==> src/rtl/assert_macros.svh <==
// assertion helpers, clocked on clk_i and disabled during reset
`ifndef ASSERT_MACROS_SVH
`define ASSERT_MACROS_SVH

// same-cycle implication
`define ASSERT_IMP(lbl, ante, cons, msg) \
  lbl: assert property (@(posedge clk_i) disable iff (!rst_ni) (ante) |-> (cons)) \
    else $error(msg);

// next-cycle implication
`define ASSERT_NXT(lbl, ante, cons, msg) \
  lbl: assert property (@(posedge clk_i) disable iff (!rst_ni) (ante) |=> (cons)) \
    else $error(msg);

`endif

==> src/rtl/pdsob_pkg.sv <==
package pdsob_pkg;

  localparam int OFFSET_BITS = 16;
  localparam int DIST_W      = 16;
  localparam int STEP_W      = 16;
  localparam int TURN_W      = 16;
  localparam int INT_W       = 16;
  localparam int KP_W        = 10;
  localparam int KD_W        = 20;
  localparam int CFG_DATA_W  = 20;
  localparam int CFG_IDX_W   = 3;

  localparam int DIFF_W  = OFFSET_BITS + 1;
  localparam int PTERM_W = KP_W + 1 + OFFSET_BITS;
  localparam int DPROD_W = KD_W + 1 + DIFF_W;
  localparam int DMAG_W  = DPROD_W - 1;
  localparam int DTERM_W = DMAG_W + 1;
  localparam int RAW_W   = DTERM_W + 2;
  localparam int CNT_W   = $clog2(DMAG_W + 1);

  localparam logic [TURN_W-1:0] TURN_CENTER = TURN_W'(1500);

  localparam logic [DIST_W-1:0] RST_DIST_THR = DIST_W'(60);
  localparam logic [KP_W-1:0]   RST_KP       = KP_W'(30);
  localparam logic [KD_W-1:0]   RST_KD_MS    = KD_W'(20000);
  localparam logic [TURN_W-1:0] RST_MIN_TURN = TURN_W'(1100);
  localparam logic [TURN_W-1:0] RST_MAX_TURN = TURN_W'(1900);
  localparam logic [INT_W-1:0]  RST_SLOW     = INT_W'(1500);
  localparam logic [INT_W-1:0]  RST_CRUISE   = INT_W'(1700);

  localparam logic [CFG_IDX_W-1:0] CFG_DIST_THR = CFG_IDX_W'(0);
  localparam logic [CFG_IDX_W-1:0] CFG_KP       = CFG_IDX_W'(1);
  localparam logic [CFG_IDX_W-1:0] CFG_KD_MS    = CFG_IDX_W'(2);
  localparam logic [CFG_IDX_W-1:0] CFG_MIN_TURN = CFG_IDX_W'(3);
  localparam logic [CFG_IDX_W-1:0] CFG_MAX_TURN = CFG_IDX_W'(4);
  localparam logic [CFG_IDX_W-1:0] CFG_SLOW     = CFG_IDX_W'(5);
  localparam logic [CFG_IDX_W-1:0] CFG_CRUISE   = CFG_IDX_W'(6);

  typedef struct packed {
    logic [DIST_W-1:0] brake_dist;
    logic [KP_W-1:0]   kp;
    logic [KD_W-1:0]   kd_ms;
    logic [TURN_W-1:0] turn_lo;
    logic [TURN_W-1:0] turn_hi;
    logic [INT_W-1:0]  slow_intensity;
    logic [INT_W-1:0]  cruise_intensity;
  } cfg_t;

  typedef struct packed {
    logic load;
    logic mul;
    logic div_start;
    logic sum;
    logic clamp;
    logic finish;
  } dp_cmd_t;

  typedef struct packed {
    logic brake;
    logic step_zero;
    logic div_busy;
  } dp_status_t;

endpackage

==> src/rtl/pdsob_in_if.sv <==
interface pdsob_in_if;
  logic                                   valid;
  logic                                   ready;
  logic        [pdsob_pkg::DIST_W-1:0]      distance;
  logic signed [pdsob_pkg::OFFSET_BITS-1:0] lane_offset;
  logic        [pdsob_pkg::STEP_W-1:0]      step_ms;
  logic                                   slow_req;
  logic                                   stop_request;

  modport source (
    output valid, distance, lane_offset, step_ms, slow_req, stop_request,
    input  ready
  );
  modport sink (
    input  valid, distance, lane_offset, step_ms, slow_req, stop_request,
    output ready
  );
endinterface

==> src/rtl/pdsob_out_if.sv <==
interface pdsob_out_if;
  logic                          valid;
  logic                          ready;
  logic [pdsob_pkg::TURN_W-1:0]  turn;
  logic [pdsob_pkg::INT_W-1:0]   intensity;
  logic                          braking;

  modport source (
    output valid, turn, intensity, braking,
    input  ready
  );
  modport sink (
    input  valid, turn, intensity, braking,
    output ready
  );
endinterface

==> src/rtl/pdsob_div.sv <==
module pdsob_div (
  input  logic                            clk_i,
  input  logic                            rst_ni,
  input  logic                            start_i,
  input  logic [pdsob_pkg::DMAG_W-1:0]    dividend_i,
  input  logic [pdsob_pkg::STEP_W-1:0]    divisor_i,
  output logic                            busy_o,
  output logic [pdsob_pkg::DMAG_W-1:0]    quotient_o
);

  logic [pdsob_pkg::CNT_W-1:0]  cnt_q, cnt_d;
  logic [pdsob_pkg::STEP_W-1:0] rem_q, rem_d;
  logic [pdsob_pkg::DMAG_W-1:0] quo_q, quo_d;
  logic [pdsob_pkg::STEP_W:0]   rem_sh;
  logic [pdsob_pkg::STEP_W:0]   rem_sub;
  logic                         fits;

  // one quotient bit per cycle, restoring
  assign rem_sh  = {rem_q, quo_q[pdsob_pkg::DMAG_W-1]};
  assign rem_sub = rem_sh - {1'b0, divisor_i};
  assign fits    = rem_sh >= {1'b0, divisor_i};

  always_comb begin
    cnt_d = cnt_q;
    rem_d = rem_q;
    quo_d = quo_q;
    if (start_i) begin
      cnt_d = pdsob_pkg::CNT_W'(pdsob_pkg::DMAG_W);
      rem_d = '0;
      quo_d = dividend_i;
    end else if (cnt_q != '0) begin
      cnt_d = cnt_q - pdsob_pkg::CNT_W'(1);
      rem_d = fits ? rem_sub[pdsob_pkg::STEP_W-1:0] : rem_sh[pdsob_pkg::STEP_W-1:0];
      quo_d = {quo_q[pdsob_pkg::DMAG_W-2:0], fits};
    end
  end

  always_ff @(posedge clk_i or negedge rst_ni) begin
    if (!rst_ni) begin
      cnt_q <= '0;
    end else begin
      cnt_q <= cnt_d;
    end
  end

  always_ff @(posedge clk_i) begin
    rem_q <= rem_d;
    quo_q <= quo_d;
  end

  assign busy_o     = cnt_q != '0;
  assign quotient_o = quo_q;

endmodule

==> src/rtl/pdsob_dp.sv <==
module pdsob_dp (
  input  logic                                clk_i,
  input  logic                                rst_ni,
  input  pdsob_pkg::cfg_t                     cfg_i,
  input  pdsob_pkg::dp_cmd_t                  cmd_i,
  output pdsob_pkg::dp_status_t               status_o,
  input  logic        [pdsob_pkg::DIST_W-1:0]      distance_i,
  input  logic signed [pdsob_pkg::OFFSET_BITS-1:0] lane_offset_i,
  input  logic        [pdsob_pkg::STEP_W-1:0]      step_ms_i,
  input  logic                                slow_req_i,
  input  logic                                stop_request_i,
  output logic        [pdsob_pkg::TURN_W-1:0]      turn_o,
  output logic        [pdsob_pkg::INT_W-1:0]       intensity_o,
  output logic                                braking_o
);

  logic        [pdsob_pkg::DIST_W-1:0]      dist_q;
  logic signed [pdsob_pkg::OFFSET_BITS-1:0] offset_q;
  logic        [pdsob_pkg::STEP_W-1:0]      step_q;
  logic                                     slow_q;
  logic                                     stop_q;

  logic signed [pdsob_pkg::OFFSET_BITS-1:0] last_q;
  logic        [pdsob_pkg::TURN_W-1:0]      held_q;

  logic signed [pdsob_pkg::DIFF_W-1:0]      diff;
  logic signed [pdsob_pkg::PTERM_W-1:0]     pterm_d, pterm_q;
  logic signed [pdsob_pkg::DPROD_W-1:0]     dprod_d, dprod_q;
  logic signed [pdsob_pkg::DPROD_W-1:0]     dabs;
  logic                                     dneg;
  logic                                     div_busy;
  logic        [pdsob_pkg::DMAG_W-1:0]      quo;
  logic signed [pdsob_pkg::DTERM_W-1:0]     dterm;
  logic signed [pdsob_pkg::RAW_W-1:0]       raw_d, raw_q;
  logic signed [pdsob_pkg::RAW_W-1:0]       min_s, max_s;
  logic        [pdsob_pkg::TURN_W-1:0]      clamp_d, clamp_q;
  logic                                     brake;

  logic        [pdsob_pkg::TURN_W-1:0]      turn_q;
  logic        [pdsob_pkg::INT_W-1:0]       intensity_q;
  logic                                     braking_q;

  assign brake = (dist_q < cfg_i.brake_dist) || stop_q;

  assign diff    = pdsob_pkg::DIFF_W'(offset_q) - pdsob_pkg::DIFF_W'(last_q);
  assign pterm_d = pdsob_pkg::PTERM_W'($signed({1'b0, cfg_i.kp}))
                 * pdsob_pkg::PTERM_W'(offset_q);
  assign dprod_d = pdsob_pkg::DPROD_W'($signed({1'b0, cfg_i.kd_ms}))
                 * pdsob_pkg::DPROD_W'(diff);

  assign dneg = dprod_q[pdsob_pkg::DPROD_W-1];
  assign dabs = dneg ? -dprod_q : dprod_q;

  pdsob_div u_div (
    .clk_i      (clk_i),
    .rst_ni     (rst_ni),
    .start_i    (cmd_i.div_start),
    .dividend_i (dabs[pdsob_pkg::DMAG_W-1:0]),
    .divisor_i  (step_q),
    .busy_o     (div_busy),
    .quotient_o (quo)
  );

  // quotient truncates toward zero, no derivative on a zero step
  always_comb begin
    dterm = $signed({1'b0, quo});
    if (dneg) begin
      dterm = -dterm;
    end
    if (step_q == '0) begin
      dterm = '0;
    end
  end

  assign raw_d = pdsob_pkg::RAW_W'(pterm_q) + pdsob_pkg::RAW_W'(dterm)
               + $signed(pdsob_pkg::RAW_W'(pdsob_pkg::TURN_CENTER));

  assign min_s = $signed(pdsob_pkg::RAW_W'(cfg_i.turn_lo));
  assign max_s = $signed(pdsob_pkg::RAW_W'(cfg_i.turn_hi));

  always_comb begin
    if (raw_q < min_s) begin
      clamp_d = cfg_i.turn_lo;
    end else if (raw_q > max_s) begin
      clamp_d = cfg_i.turn_hi;
    end else begin
      clamp_d = raw_q[pdsob_pkg::TURN_W-1:0];
    end
  end

  always_ff @(posedge clk_i) begin
    if (cmd_i.load) begin
      dist_q   <= distance_i;
      offset_q <= lane_offset_i;
      step_q   <= step_ms_i;
      slow_q   <= slow_req_i;
      stop_q   <= stop_request_i;
    end
    if (cmd_i.mul) begin
      pterm_q <= pterm_d;
      dprod_q <= dprod_d;
    end
    if (cmd_i.sum) begin
      raw_q <= raw_d;
    end
    if (cmd_i.clamp) begin
      clamp_q <= clamp_d;
    end
    if (cmd_i.finish) begin
      turn_q      <= brake ? held_q : clamp_q;
      intensity_q <= brake ? '0 : (slow_q ? cfg_i.slow_intensity : cfg_i.cruise_intensity);
      braking_q   <= brake;
    end
  end

  always_ff @(posedge clk_i or negedge rst_ni) begin
    if (!rst_ni) begin
      last_q <= '0;
      held_q <= pdsob_pkg::TURN_CENTER;
    end else if (cmd_i.finish) begin
      last_q <= offset_q;
      if (!brake) begin
        held_q <= clamp_q;
      end
    end
  end

  assign status_o.brake     = brake;
  assign status_o.step_zero = step_q == '0;
  assign status_o.div_busy  = div_busy;

  assign turn_o      = turn_q;
  assign intensity_o = intensity_q;
  assign braking_o   = braking_q;

endmodule

==> src/rtl/pdsob_ctrl.sv <==
module pdsob_ctrl (
  input  logic                  clk_i,
  input  logic                  rst_ni,
  input  logic                  in_valid_i,
  output logic                  in_ready_o,
  output logic                  out_valid_o,
  input  logic                  out_ready_i,
  input  pdsob_pkg::dp_status_t status_i,
  output pdsob_pkg::dp_cmd_t    cmd_o
);

  localparam logic [2:0] S_IDLE  = 3'd0;
  localparam logic [2:0] S_EVAL  = 3'd1;
  localparam logic [2:0] S_DIVGO = 3'd2;
  localparam logic [2:0] S_DIV   = 3'd3;
  localparam logic [2:0] S_SUM   = 3'd4;
  localparam logic [2:0] S_CLAMP = 3'd5;
  localparam logic [2:0] S_DONE  = 3'd6;

  logic [2:0] state_q, state_d;
  logic       out_valid_q, out_valid_d;

  always_comb begin
    state_d     = state_q;
    cmd_o       = '0;
    in_ready_o  = 1'b0;
    out_valid_d = out_valid_q & ~out_ready_i;
    unique case (state_q)
      S_IDLE: begin
        in_ready_o = 1'b1;
        if (in_valid_i) begin
          cmd_o.load = 1'b1;
          state_d    = S_EVAL;
        end
      end
      S_EVAL: begin
        cmd_o.mul = 1'b1;
        state_d   = status_i.brake ? S_DONE : S_DIVGO;
      end
      S_DIVGO: begin
        if (status_i.step_zero) begin
          state_d = S_SUM;
        end else begin
          cmd_o.div_start = 1'b1;
          state_d         = S_DIV;
        end
      end
      S_DIV: begin
        if (!status_i.div_busy) begin
          state_d = S_SUM;
        end
      end
      S_SUM: begin
        cmd_o.sum = 1'b1;
        state_d   = S_CLAMP;
      end
      S_CLAMP: begin
        cmd_o.clamp = 1'b1;
        state_d     = S_DONE;
      end
      S_DONE: begin
        if (!out_valid_q || out_ready_i) begin
          cmd_o.finish = 1'b1;
          out_valid_d  = 1'b1;
          state_d      = S_IDLE;
        end
      end
      default: begin
        state_d = S_IDLE;
      end
    endcase
  end

  always_ff @(posedge clk_i or negedge rst_ni) begin
    if (!rst_ni) begin
      state_q     <= S_IDLE;
      out_valid_q <= 1'b0;
    end else begin
      state_q     <= state_d;
      out_valid_q <= out_valid_d;
    end
  end

  assign out_valid_o = out_valid_q;

endmodule

==> src/rtl/pd_steering_with_obstacle_brake_top.sv <==
// PD steering controller with obstacle brake, one item in flight at a time. A steered
// item passes through the multiply, divider start, serial divider for the derivative
// term (37 quotient bits, one per cycle), sum, clamp and hand-off steps before
// the next ready. A braking item goes from the multiply to the hand-off; an item with
// a zero time step skips the divider. The result sits in an output register, so the
// next item is accepted while it waits to be taken; that item then holds in its last
// step until the waiting result is taken. Configuration registers are written through
// cfg_we_i / cfg_idx_i / cfg_data_i; the user must write them only while the block is
// idle, which the block does not enforce. Unknown indexes are ignored.
`include "assert_macros.svh"

module pd_steering_with_obstacle_brake_top (
  input  logic                                 clk_i,
  input  logic                                 rst_ni,
  input  logic                                 cfg_we_i,
  input  logic [pdsob_pkg::CFG_IDX_W-1:0]      cfg_idx_i,
  input  logic [pdsob_pkg::CFG_DATA_W-1:0]     cfg_data_i,
  pdsob_in_if.sink                             in_i,
  pdsob_out_if.source                          out_o
);

  pdsob_pkg::cfg_t       cfg_q;
  pdsob_pkg::dp_cmd_t    cmd;
  pdsob_pkg::dp_status_t status;
  logic                  turn_chk;
  logic                  turn_in_lim;

  always_ff @(posedge clk_i or negedge rst_ni) begin
    if (!rst_ni) begin
      cfg_q.brake_dist       <= pdsob_pkg::RST_DIST_THR;
      cfg_q.kp               <= pdsob_pkg::RST_KP;
      cfg_q.kd_ms            <= pdsob_pkg::RST_KD_MS;
      cfg_q.turn_lo          <= pdsob_pkg::RST_MIN_TURN;
      cfg_q.turn_hi          <= pdsob_pkg::RST_MAX_TURN;
      cfg_q.slow_intensity   <= pdsob_pkg::RST_SLOW;
      cfg_q.cruise_intensity <= pdsob_pkg::RST_CRUISE;
    end else if (cfg_we_i) begin
      unique case (cfg_idx_i)
        pdsob_pkg::CFG_DIST_THR: cfg_q.brake_dist     <= cfg_data_i[pdsob_pkg::DIST_W-1:0];
        pdsob_pkg::CFG_KP:       cfg_q.kp             <= cfg_data_i[pdsob_pkg::KP_W-1:0];
        pdsob_pkg::CFG_KD_MS:    cfg_q.kd_ms          <= cfg_data_i[pdsob_pkg::KD_W-1:0];
        pdsob_pkg::CFG_MIN_TURN: cfg_q.turn_lo        <= cfg_data_i[pdsob_pkg::TURN_W-1:0];
        pdsob_pkg::CFG_MAX_TURN: cfg_q.turn_hi        <= cfg_data_i[pdsob_pkg::TURN_W-1:0];
        pdsob_pkg::CFG_SLOW:     cfg_q.slow_intensity <= cfg_data_i[pdsob_pkg::INT_W-1:0];
        pdsob_pkg::CFG_CRUISE: begin
          cfg_q.cruise_intensity <= cfg_data_i[pdsob_pkg::INT_W-1:0];
        end
        default: begin
        end
      endcase
    end
  end

  pdsob_ctrl u_ctrl (
    .clk_i       (clk_i),
    .rst_ni      (rst_ni),
    .in_valid_i  (in_i.valid),
    .in_ready_o  (in_i.ready),
    .out_valid_o (out_o.valid),
    .out_ready_i (out_o.ready),
    .status_i    (status),
    .cmd_o       (cmd)
  );

  pdsob_dp u_dp (
    .clk_i          (clk_i),
    .rst_ni         (rst_ni),
    .cfg_i          (cfg_q),
    .cmd_i          (cmd),
    .status_o       (status),
    .distance_i     (in_i.distance),
    .lane_offset_i  (in_i.lane_offset),
    .step_ms_i      (in_i.step_ms),
    .slow_req_i     (in_i.slow_req),
    .stop_request_i (in_i.stop_request),
    .turn_o         (out_o.turn),
    .intensity_o    (out_o.intensity),
    .braking_o      (out_o.braking)
  );

  assign turn_chk    = out_o.valid && !out_o.braking && (cfg_q.turn_lo <= cfg_q.turn_hi);
  assign turn_in_lim = (out_o.turn >= cfg_q.turn_lo) && (out_o.turn <= cfg_q.turn_hi);

  `ASSERT_NXT(a_one_item, in_i.valid && in_i.ready, !in_i.ready, "item taken while busy")
  `ASSERT_IMP(a_brake_zero, out_o.valid && out_o.braking, ~|out_o.intensity, "brake intensity")
  `ASSERT_IMP(a_turn_range, turn_chk, turn_in_lim, "turn outside limits")

endmodule
==> src/flat_wrapper.sv <==
// flat-port wrapper written by rule: the top's interface ports become plain ports
module pd_steering_with_obstacle_brake_top_flat 
  (clk_i, rst_ni, cfg_we_i, cfg_idx_i, cfg_data_i, in_i_valid, in_i_distance, in_i_lane_offset, in_i_step_ms, in_i_slow_req, in_i_stop_request, in_i_ready, out_o_valid, out_o_turn, out_o_intensity, out_o_braking, out_o_ready);
  pdsob_in_if in_i_i ();
  pdsob_out_if out_o_i ();
  input  logic clk_i;
  input  logic rst_ni;
  input  logic cfg_we_i;
  input  logic [pdsob_pkg::CFG_IDX_W-1:0] cfg_idx_i;
  input  logic [pdsob_pkg::CFG_DATA_W-1:0] cfg_data_i;
  input wire logic [$bits(in_i_i.valid)-1:0] in_i_valid;
  input wire logic [$bits(in_i_i.distance)-1:0] in_i_distance;
  input wire logic [$bits(in_i_i.lane_offset)-1:0] in_i_lane_offset;
  input wire logic [$bits(in_i_i.step_ms)-1:0] in_i_step_ms;
  input wire logic [$bits(in_i_i.slow_req)-1:0] in_i_slow_req;
  input wire logic [$bits(in_i_i.stop_request)-1:0] in_i_stop_request;
  output wire logic [$bits(in_i_i.ready)-1:0] in_i_ready;
  output wire logic [$bits(out_o_i.valid)-1:0] out_o_valid;
  output wire logic [$bits(out_o_i.turn)-1:0] out_o_turn;
  output wire logic [$bits(out_o_i.intensity)-1:0] out_o_intensity;
  output wire logic [$bits(out_o_i.braking)-1:0] out_o_braking;
  input wire logic [$bits(out_o_i.ready)-1:0] out_o_ready;
  assign in_i_i.valid = in_i_valid;
  assign in_i_i.distance = in_i_distance;
  assign in_i_i.lane_offset = in_i_lane_offset;
  assign in_i_i.step_ms = in_i_step_ms;
  assign in_i_i.slow_req = in_i_slow_req;
  assign in_i_i.stop_request = in_i_stop_request;
  assign in_i_ready = in_i_i.ready;
  assign out_o_valid = out_o_i.valid;
  assign out_o_turn = out_o_i.turn;
  assign out_o_intensity = out_o_i.intensity;
  assign out_o_braking = out_o_i.braking;
  assign out_o_i.ready = out_o_ready;
  pd_steering_with_obstacle_brake_top u_core (.clk_i(clk_i), .rst_ni(rst_ni), .cfg_we_i(cfg_we_i), .cfg_idx_i(cfg_idx_i), .cfg_data_i(cfg_data_i), .in_i(in_i_i), .out_o(out_o_i));
endmodule
==> config.mk <==
export PLATFORM = sky130hd
export DESIGN_NAME = pd_steering_with_obstacle_brake_top_flat
export DESIGN_NICKNAME = d
export VERILOG_FILES = /design/src/rtl/pdsob_pkg.sv /design/src/rtl/pdsob_in_if.sv /design/src/rtl/pdsob_out_if.sv /design/src/rtl/pdsob_div.sv /design/src/rtl/pdsob_dp.sv /design/src/rtl/pdsob_ctrl.sv /design/src/rtl/pd_steering_with_obstacle_brake_top.sv /design/src/flat_wrapper.sv
export VERILOG_INCLUDE_DIRS = /design/src /design/src/rtl
export SDC_FILE = /design/constraint.sdc
export NUM_CORES = 2
export LEC_CHECK = 0
export ABC_CLOCK_PERIOD_IN_PS = 22300
export BUFFER_PORTS_ARGS = -buffer_cell sky130_fd_sc_hd__buf_4
export CORE_MARGIN = 4
export CORE_UTILIZATION = 50
export DETAILED_ROUTE_END_ITERATION = 10
export PLACE_DENSITY = 0.67
export RECOVER_POWER = 25
export SYNTH_ARGS = -nofsm -noshare
export SYNTH_HDL_FRONTEND = slang
export SYNTH_SLANG_ARGS = --single-unit
==> constraint.sdc <==
create_clock -name clk_i -period 22.3 [get_ports clk_i]
set_input_delay 1.115 -clock clk_i [delete_from_list [all_inputs] [get_ports clk_i]]
set_output_delay 1.115 -clock clk_i [all_outputs]
set_load 0.03 [all_outputs]
==> results.ini <==
[floorplanning]
core_area_sq_mm=0.0807
initial_core_util_pct=50.6
die_x_um=294
die_height_um=294
fp-row-count=104
die_area_sq_mm=0.0862
ios=113

[sta]
setup_viol=0
fin_tns_setup_ns=0
tightest_slew_ns=4.67
hold_viol_final=0
max_freq_mhz=107
finalCriticalPeriod_ns=9.37
drv_slew=156
rsz0062_at_grt=false
fin_crit_sh_pct=42.0
slew_headroom_pct=-211
skew_ns=0.0586

[yosys]
synth_edf_count=241
synthFlopType=edfxtp_1
yosysWarnings=0
yosysTopAreaCellShare_pct=20.5
syn-instance-count=4230
synth_nets=5077
async_flop_share_pct=37.2
yosysTopAreaCell=fa_1
synth_area_leaders=fa_1 20%, edfxtp_1 18%, ha_1 11%
synth_area_sq_mm=0.0408
synth_seq_area_share_pct=28.0
ys_types=76
avgSynthCellArea_sq_um=9.64
ys_ff_latch=409

[run]
maxCapViolations=3

[place]
io_buffers=112
hpwl_mm=76.2
dpl.cell_count=5245
gp_congestion=0.885

[drt]
wl_mm=100
routedWlPerCell_um=18.8
firstDrtPassIters=6
postRouteAntennaNets=0
routed-via-count=29800
remaining_drc_errors=0
drt-initial-drc-count=1713
via_per_inst=5.58

[grt]
grt_pass1_wl_mm=164
track_usage_pct=23.8
grt_max_degree=87
grt_pass1_vias=30800
grt_overflow=0
grt_antenna_before_repair=2

[clock_tree]
cts_tree=done
clk_latency_ns=0.62
post_cts_buffers=0
hold_buffers=0
cts_inserted_buffers=47
cts.sinks=409
clk_pin_slew_worst_paths_ns=0.07
clockBufferDepth=3
post_cts_resized=0
htree_num_levels=2
cts_root_buffer=clkbuf_16

[hold_path]
worstHoldPathType=flop to flop

[critical_path]
arrival_ns=9.67
crit_top_cell=fa_1
crit_path_end_kind=flop
crit_required_ns=22.60
critical-path-top-delay-family=adder cells
path_class=flop to flop
worst_path_max_delay_cell=and3_1
worst-path-buf-inv=5
start_kind=flop
cpPeakStageDelay_ns=0.72
path_max_fanout=16

[layout]
multi_input_area_sq_mm=0.0262
nets=5081
drive_gt1_share_pct=9.62
instances_no_fill=5332
antennaDiodeCount=0
syn_to_final_growth_pct=8.21
regArea_sq_mm=0.0114
fill_cells=7196

[status]
failed_checks=capacitance limit, slew limit
status=finished with violations

## final cells by class
type	count	area share (%)
clock buffers	58	2.80
clock inverters	29	0.828
inverters	657	5.59
multi-input cells	2960	59.3
flip-flops and latches	409	25.9
well taps	1060	3.00
repair buffers	159	2.63
## per-stage QoR
| stage | cell area, sq um | setup slack (ns) | utilization (%) | hold WS, ns |
|---|---|---|---|---|
| floorplan | 40800 | 13.98 | - | 0.445 |
| global placement | 42600 | 13.22 | 52.8 | 0.457 |
| detailed placement | 42600 | 13.01 | 52.8 | 0.470 |
| CTS | 44200 | 12.96 | 54.8 | 0.478 |
| global route | 44100 | 12.37 | 54.7 | 0.519 |
| finish | 44100 | 12.93 | 54.7 | 0.480 |
## worst reg2reg max path, delay by kind of cell (launching register included)
| family | cells | cell delay [ns] |
|---|---|---|
| buffers and inverters | 5 | 0.35 |
| AND/OR/NAND/NOR | 7 | 1.64 |
| flip-flops | 1 | 0.53 |
| AO/OA/AOI/OAI | 9 | 2.65 |
| adder cells (fa/ha/maj) | 9 | 3.91 |
## synthesized netlist by cell type, types with 9 or more instances
cell,n
nand4_1,38
ha_1,352
fa_1,417
o31ai_1,29
mux2i_1,41
xor2_1,88
or2_2,10
nor2b_1,59
edfxtp_1,241
clkbuf_1,195
or4_1,11
and2_1,138
mux2_2,114
o311ai_0,10
inv_1,656
nand3b_1,10
a311oi_1,17
nor3b_1,20
a21oi_1,153
o41ai_1,9
o21bai_1,11
nand2_1,434
a21boi_0,20
o211ai_1,59
buf_1,9
o21ai_0,181
a211oi_1,24
or3_1,21
o21a_1,39
dfxtp_1,16
nor2_1,179
and3_1,14
xnor2_1,82
a21o_1,52
a31oi_1,13
nand3_1,79
nor4_1,24
o2111ai_1,15
nand2b_1,50
dfstp_2,43
dfrtp_1,109
nor3_1,72
## flip-flops by register name (all words and copies together), names as in the netlist, 3 cells and up
name	flops
u_core.cfg_q	110
u_core.u_dp.raw_q	40
u_core.u_dp.dprod_q	38
u_core.u_dp.u_div.quotient_o	37
u_core.u_dp.pterm_q	27
u_core.u_dp.clamp_q	16
u_core.u_dp.dist_q	16
u_core.u_dp.held_q	16
u_core.u_dp.intensity_o	16
u_core.u_dp.last_q	16
u_core.u_dp.offset_q	16
u_core.u_dp.step_q	16
u_core.u_dp.turn_o	16
u_core.u_dp.u_div.rem_q	16
u_core.u_dp.u_div.cnt_q	6
u_core.u_ctrl.state_q	3
## cell usage in the layout (no fill, tap or decap), types with 17 or more instances in the layout
cell type,Yosys,final
inv_1,656,656
nand2_1,434,434
fa_1,417,417
ha_1,352,352
edfxtp_1,241,241
o21ai_0,181,180
nor2_1,179,175
a21oi_1,153,152
and2_1,138,135
mux2_2,114,114
dfrtp_1,109,109
buf_4,0,101
xor2_1,88,88
xnor2_1,82,82
nand3_1,79,79
nor3_1,72,71
nor2b_1,59,59
o211ai_1,59,59
a21o_1,52,52
nand2b_1,50,50
clkbuf_4,0,49
clkbuf_16,0,47
dfstp_2,43,43
mux2i_1,41,41
o21a_1,39,39
nand4_1,38,38
o31ai_1,29,29
nor4_1,24,24
a211oi_1,24,24
or3_1,21,21
a21boi_0,20,20
nor3b_1,20,20
clkbuf_1,195,18
a311oi_1,17,17
## logic make-up after synthesis
family                   Yosys count  synth area share (%)
multiplexers                     155                  4.15
flip-flops                       409                  28.0
AND/OR/NAND/NOR                 1180                  14.2
adder cells (fa/ha/maj)          769                  31.3
AO/OA/AOI/OAI                    686                  10.9
buffers and inverters            861                  7.92
XOR/XNOR                         170                  3.65
## worst paths after layout
path	startpoint	endpoint	slack [ns]	cells past startpoint
worst max-delay path	u_core.u_dp.offset_q[0]$_DFFE_PP_	u_core.u_dp.dprod_q[37]$_DFFE_PP_	12.93	30
worst max register to register	u_core.u_dp.offset_q[0]$_DFFE_PP_	u_core.u_dp.dprod_q[37]$_DFFE_PP_	12.93	30
max in group asynchronous	rst_ni	u_core.cfg_q[80]$_DFFE_PN0P_	17.32	2
worst min register to register	u_core.u_dp.u_div.rem_q[1]$_SDFFE_PP0P_	u_core.u_dp.u_div.rem_q[1]$_SDFFE_PP0P_	0.48	2
worst min-delay path	u_core.u_dp.u_div.rem_q[1]$_SDFFE_PP0P_	u_core.u_dp.u_div.rem_q[1]$_SDFFE_PP0P_	0.48	2
min in group asynchronous	rst_ni	u_core.cfg_q[103]$_DFFE_PN0P_	2.19	1
## per-layer routing
| layer | up-vias | part of all wire (%) | track usage [%] |
|---|---|---|---|
| met5 | - | 0 | 0 |
| met4 | 0 | 4.5 | 9.32 |
| met3 | 211 | 6.2 | 4.61 |
| met2 | 772 | 47 | 40.3 |
| met1 | 14700 | 42 | 30.3 |
| li1 | 14100 | - | - |
Power is not shown: default switching activity piles up to over one toggle a cycle in this logic, so the estimate is an artifact.
